`config.mk`:
```
export PLATFORM = sky130hd
export DESIGN_NAME = ppbf_div
export DESIGN_NICKNAME = d
export VERILOG_FILES = /design/src/design/ppbf_pkg.sv /design/src/design/ppbf_div.sv
export SDC_FILE = /design/constraint.sdc
export NUM_CORES = 2
export LEC_CHECK = 0
export BUFFER_PORTS_ARGS = -buffer_cell sky130_fd_sc_hd__buf_2
export CAP_MARGIN = 20
export CORE_MARGIN = 2
export CORE_UTILIZATION = 65
export CTS_CLUSTER_DIAMETER = 120
export CTS_CLUSTER_SIZE = 30
export DETAILED_ROUTE_END_ITERATION = 10
export PLACE_DENSITY = 0.82
export SKIP_CTS_REPAIR_TIMING = 1
export SYNTH_ARGS = -nofsm -noshare
export SYNTH_HDL_FRONTEND = slang
export SYNTH_SLANG_ARGS = --single-unit
```
`constraint.sdc`:
```
create_clock -name clk -period 7.07 [get_ports clk]
set_clock_uncertainty 0.1 [all_clocks]
set_input_delay 0 -clock clk [delete_from_list [all_inputs] [get_ports clk]]
set_output_delay 0 -clock clk [all_outputs]
set_load 0.01 [all_outputs]
```
`src/design/ppbf_pkg.sv`:
```
// Shared constants and types for the point projection box filter.
`timescale 1ns / 1ps

package ppbf_pkg;

  localparam int NUM_COEFF   = 6;
  localparam int QBITS       = 17;          // quotient bits before saturation
  localparam int DIV_STAGES  = QBITS + 1;   // one stage per bit plus rounding
  localparam int MAC_STAGES  = 3;
  localparam int NUM_STAGES  = MAC_STAGES + DIV_STAGES + 1;
  localparam int CFG_IDX_W   = 4;

  localparam logic [CFG_IDX_W-1:0] REG_BOX_MIN = 4'd6;
  localparam logic [CFG_IDX_W-1:0] REG_BOX_MAX = 4'd7;

  typedef struct packed {
    logic signed [31:0] x;
    logic signed [31:0] y;
    logic signed [31:0] z;
    logic [23:0]        color;
    logic [21:0]        index;
  } side_t;

endpackage

```
`src/design/ppbf_div.sv`:
```
// Pipelined restoring divider, one quotient bit per stage, with rounding and saturation.
`timescale 1ns / 1ps

module ppbf_div (
  input  logic                                clk,
  input  logic [ppbf_pkg::DIV_STAGES-1:0]     en,
  input  logic [63:0]                         num,
  input  logic [63:0]                         den,
  input  logic                                neg,
  output logic signed [15:0]                  quot
);

  localparam int QB = ppbf_pkg::QBITS;

  logic [63:0]   rem [QB];
  logic [63:0]   dd  [QB];
  logic [QB-1:0] qq  [QB];
  logic          ng  [QB];
  logic          big [QB];

  genvar k;
  generate
    for (k = 0; k < QB; k++) begin : g_bit
      localparam int B = QB - 1 - k;
      logic [63:0]    rem_in, dd_in;
      logic [QB-1:0]  q_in;
      logic           ng_in, big_in, ge;
      logic [79:0]    shifted;

      if (k == 0) begin : g_first
        assign rem_in = num;
        assign dd_in  = den;
        assign q_in   = '0;
        assign ng_in  = neg;
        // Quotient of 2^17 or more saturates whatever the rounding.
        assign big_in = ({17'b0, num} >= {den, 17'b0});
      end else begin : g_next
        assign rem_in = rem[k-1];
        assign dd_in  = dd[k-1];
        assign q_in   = qq[k-1];
        assign ng_in  = ng[k-1];
        assign big_in = big[k-1];
      end

      assign shifted = {16'b0, dd_in} << B;
      assign ge      = ({16'b0, rem_in} >= shifted);

      always_ff @(posedge clk) begin
        if (en[k]) begin
          rem[k] <= ge ? (rem_in - shifted[63:0]) : rem_in;
          qq[k]  <= q_in | (ge ? (QB'(1) << B) : '0);
          dd[k]  <= dd_in;
          ng[k]  <= ng_in;
          big[k] <= big_in;
        end
      end
    end
  endgenerate

  logic [64:0]   rem2;
  logic          inc;
  logic [QB:0]   qr;

  // Ties go to the even quotient.
  assign rem2 = {rem[QB-1], 1'b0};
  assign inc  = (rem2 > {1'b0, dd[QB-1]}) ||
                ((rem2 == {1'b0, dd[QB-1]}) && qq[QB-1][0]);
  assign qr   = {1'b0, qq[QB-1]} + (QB+1)'(inc);

  always_ff @(posedge clk) begin
    if (en[QB]) begin
      if (ng[QB-1]) begin
        quot <= (big[QB-1] || qr >= (QB+1)'(32768)) ? -16'sd32768 : 16'(-qr);
      end else begin
        quot <= (big[QB-1] || qr >= (QB+1)'(32767)) ? 16'sd32767 : 16'(qr);
      end
    end
  end

endmodule

```
[After elaboration in Yosys (flattened, before gate mapping)]
Memory sizes are Yosys's and may differ from the RTL's.
Index checks and enable logic that the tools add are counted.
Storage, ports and cells
  output and inout port bits: 16
  memories kept: 5
  bits of input ports: 148
  RAM bits: 2499
  ROM bits: 0
  word-level logic and storage cells: 138
  bits in latches: 0
  register bits: 16
Memory list
  dd: words 17, width 64, rd ports 17, clocked after Yosys merged registers in 0, write ports 17, RTL line ppbf_div.sv:16  | logic [63:0] dd [QB];
  rem: words 17, width 64, rd ports 17, clocked after Yosys merged registers in 0, write ports 17, RTL line ppbf_div.sv:15  | logic [63:0] rem [QB];
  qq: words 17, width 17, rd ports 17, clocked after Yosys merged registers in 0, write ports 17, RTL line ppbf_div.sv:17  | logic [QB-1:0] qq [QB];
  big: words 17, width 1, rd ports 17, clocked after Yosys merged registers in 0, write ports 17, RTL line ppbf_div.sv:19  | logic big [QB];
  ng: words 17, width 1, rd ports 17, clocked after Yosys merged registers in 0, write ports 17, RTL line ppbf_div.sv:18  | logic ng [QB];
Cells by class
  $add $sub $neg: 19
  magnitude comparators: 21
  $mul: 0
  div/mod/pow operators: 0
  equal/unequal tests: 1
  multiplexer cells: 71
  shifts and indexed selects: 0
  bitwise gates (word level): 16
  reduce and logical (&&, ||, !) cells: 4
Operators by type and width (number)
  64-bit 2-to-1 mux: 17
  64-bit subtractor: 17
  64-bit by 81-bit >= comparator with 1-bit output: 1
  64-bit by 80-bit >= comparator with 1-bit output: 1
  64-bit by 79-bit >= comparator with 1-bit output: 1
  64-bit by 78-bit >= comparator with 1-bit output: 1
  64-bit by 77-bit >= comparator with 1-bit output: 1
  64-bit by 76-bit >= comparator with 1-bit output: 1
  64-bit by 75-bit >= comparator with 1-bit output: 1
  64-bit by 74-bit >= comparator with 1-bit output: 1
  64-bit by 73-bit >= comparator with 1-bit output: 1
  64-bit by 72-bit >= comparator with 1-bit output: 1
  64-bit by 71-bit >= comparator with 1-bit output: 1
  64-bit by 70-bit >= comparator with 1-bit output: 1
  64-bit by 69-bit >= comparator with 1-bit output: 1
  64-bit by 68-bit >= comparator with 1-bit output: 1
  64-bit by 67-bit >= comparator with 1-bit output: 1
  64-bit by 66-bit >= comparator with 1-bit output: 1
  65-bit by 64-bit equality test with 1-bit output: 1
  64-bit by 65-bit >= comparator with 1-bit output: 1
  65-bit by 64-bit > comparator with 1-bit output: 1
  64-bit >= comparator: 1
  16-bit 2-to-1 mux: 4
  1-bit 2-to-1 mux: 35
  37 further kinds: 39

[Depth between registers and ports, before layout]
An unclocked memory read counts as a cell.
  depth after elaboration: 9
  mapped depth: 28
  mapped depth without buffers: 28

[Worst setup path before layout]
No wires, ideal clock.
  path kind: register to register
  start point: memory rem[16][1], in the netlist rem[4][1]
  end point: register quot[13] (data pin)
  cell stages (with the launch flop): 27
  setup slack: 2283 ps
  path buffers: 0
  data arrival time: 4411 ps
  required time: 6694 ps
  period minus slack after synthesis: 4787 ps
  cell sequence: edfxtp_1 -> ha_1 -> a21o_1 -> a21o_1 -> a21oi_1 -> nor2_1 -> a211oi_1 -> nor2_1 -> a211oi_1 -> o21ai_0 -> a221oi_1 -> a21oi_1 -> a2111oi_0 -> nor2_1 -> ha_1 -> ha_1 -> xor2_1 -> or3_1 -> nor2_1 -> nand3_1 -> inv_1 -> and3_1 -> and3_1 -> and3_1 -> nand2_1 -> o21ai_0 -> a22oi_1
RTL lines
  start, declared: RTL line ppbf_div.sv:15
  end signal, assigned: RTL line ppbf_div.sv:73  | quot <= (big[QB-1] || qr >= (QB+1)'(32768)) ? -16'sd32768 : 16'(-qr);
  end signal, assigned: RTL line ppbf_div.sv:75  | quot <= (big[QB-1] || qr >= (QB+1)'(32767)) ? 16'sd32767 : 16'(qr);
  end, declared: RTL line ppbf_div.sv:10  | output logic signed [15:0] quot

==> results.cfg <==
[outcome]
status = finished with violations
violations = design-rule violations, negative hold slack

[synth]
yosys-top-cells-area = edfxtp_1 51%, ha_1 9.4%, o21ai_0 3.8%
synth_top_area_share = 0.5052
ys_seq_area_frac = 0.5052
yosysWarnings = 0
synth_seq_cells = 2379
synth_enable_flop_cells = 2379
async_flop_share = 0
syn_area_um2 = 141400
yosys.area.top_type = edfxtp_1
syn_nets = 14470
syn_avg_cell_area_um2 = 10.68
synth.most_common_cell = edfxtp_1
netlist_top_cells_count = 2379 x edfxtp_1, 1274 x inv_1, 1230 x nand2_1
ys.flop_type = edfxtp_1
ys_types = 104
netlist_instances = 13240

[setup_path]
cp-start-kind = flop
crit_arrival_ns = 6.59
timing.rr.end = quot[13]
cpMostUsedCell = nor2_1
path_max_fanout = 7
startpoint = rem[4][1]
required_ns = 7.50
cp_slowest_cell = a221oi_1
r2r_slack_ns = 0.91
critical_path_class = reg -> reg
cpPeakStageDelay_ns = 0.74
endpoint_kind = flop
r2r_cells = 26
reg2reg_from = rem[4][1]

[global_routing]
grt_start_max_net_pins = 137
first_global_vias = 101800
grt_overflow = 0
grt_pass1_wl_um = 545200
track_usage = 0.3094
antenna_found_initial = 8

[min_path]
hold_start = num[57]
hold_path.class = in -> reg
worstHoldEndpoint = rem[0][57]
min_path_cells = 4

[floorplanning]
die-area_um2 = 221300
io_pins = 164
fp.dieW_um = 470.4
die_h_um = 470.4
core_um2 = 216700
start_util = 0.6525
rows = 171

[power]
total_power_mw = 31.31
cellLeakagePower_nw = 63.04
power.density_nw_per_um2 = 208.6
ir_worst_vdd_v = 0.0002033

[route]
drc_errors = 1
firstDrtPassIters = 11
drtIter0Drc = 8862
post_drt_via_cell_ratio = 6.311
ant_nets = 0
routed_wl_um = 354700
wl_per_cell_um = 21.80
vias = 102700

[placed_design]
dpl.hpwl_um = 276200
placed_cells = 15900
io_buffers = 163
routabilityCongestion = 1.045
placedInstanceArea_um2 = 145000

[clocking]
cts_buffers = 90
tritoncts = done
root_buffer = clkbuf_16
path_clk_slew_ns = 0.12
clock_path_buffers = 3
htreeDepth = 3
clk_latency_ns = 0.81
cts_sinks = 2379

[sta]
setup_viol = 0
timing.final.crit_share = 0.8710
final_hold_viol_count = 7
fmax_mhz = 162.4
final.setup.tns_ns = 0
rsz0062_at_grt = no
min_period_ns = 6.158
worst_pin_slew_ns = 1.220
maxSlewHeadroom = 0.1806
hold_ws_ns = -0.03237
slew_viol_final = 0

[cells_and_area]
design_area_um2 = 150100
fillers = 15110
fin_cells = 16270
syn_to_final_growth_pct = 6.112
drive_above_1_share = 0.06019
fin_nets = 14630

[job]
maxCapViolCount = 0
[critical path: cells and delay by family, from the launching register on]
family | cells | cell delay (ns)
AOI/OAI and AO/OA | 11 | 2.51
xor gates and xnor gates | 1 | 0.18
adders and majority gates | 3 | 0.89
buffers and inverters | 1 | 0.08
DFF | 1 | 0.39
and+or+nand+nor | 10 | 1.76
[cells by family (layout without fill, tap and decap cells)]
logic type / after synthesis / in the layout / synth area share
compound gates: 3729 / 3729 / 0.1633
flops: 2379 / 2379 / 0.5052
fa+ha+maj: 1083 / 1083 / 0.09673
xor+xnor: 882 / 882 / 0.05463
other cells: 0 / 6 / 0
simple gates: 3087 / 3087 / 0.1043
buf+inv: 1707 / 1875 / 0.04629
mux: 372 / 372 / 0.02957
[through the flow]
stage	util	setup WS (ns)
after global placement	0.6691	0.5959
after global routing	0.6923	0.4701
final	0.6923	0.9121
after detailed placement	0.6692	0.8193
after floorplan	-	2.283
after CTS	0.6805	0.8116
[layout by cell type, fill, tap and decap left out, drive strengths merged, types with 28 or more instances in the layout]
cell type and instances:
a211oi 69, a21boi 41, a21o 662, a21oi 1043, a221o 29, a221oi 40, a31oi 110, and2 53
and3 100, and4 37, buf 242, clkbuf 92, dlygate4sd3 254, edfxtp 2379, ha 1066, inv 1279
mux2 348, nand2 1231, nand2b 126, nand3 207, nand4 254, nor2 531, nor2b 145, nor3 143
nor4 90, o211ai 57, o21a 103, o21ai 1108, o21bai 149, o31ai 69, or2 28, or3 48
xnor2 503, xor2 379
[layer usage]
layer | GRT usage | part of all wire | vias up
met1 | 0.3213 | 0.35 | 48650
met2 | 0.5875 | 0.53 | 4219
met3 | 0.02364 | 0.041 | 1164
met5 | 0 | 0 | -
met4 | 0.2157 | 0.083 | 0
li1 | - | - | 48630
[report_power, final]
part	switching [mW]	leakage (nW)	internal [mW]
clock network	4.14	1.20	2.38
registers	0.563	23.3	16.6
logic	4.56	38.5	3.03
total	9.26	63.0	22.0
[worst max-delay path by stage]
| stage | to | cells after the start | slack (ns) |
|---|---|---|---|
| after global placement | quot[13] | 26 | 0.60 |
| after CTS | quot[13] | 26 | 0.81 |
| final | quot[13] | 26 | 0.91 |
| after detailed placement | quot[13] | 26 | 0.82 |
| after global routing | quot[13] | 26 | 0.47 |
| after floorplan | quot[13] | 26 | 2.28 |
[area by class of cell]
class | count | area, µm² | area share
multi-input cells | 9153 | 63580 | 0.4237
clock inverters | 12 | 182.7 | 0.001217
repair buffers | 496 | 4197 | 0.02797
diodes | 6 | 15.01 | 0.0001001
flip-flops and latches | 2379 | 71440 | 0.4761
clock buffers | 92 | 2281 | 0.01520
inverters | 1275 | 4786 | 0.03189
well taps | 2854 | 3571 | 0.02380
[flip-flops by register name (all words and copies together) (netlist names)]
signal	cells
dd	1088
rem	1088
qq	153
big	17
ng	17
quot	16
Note: power is estimated with default switching activity, not from simulation.
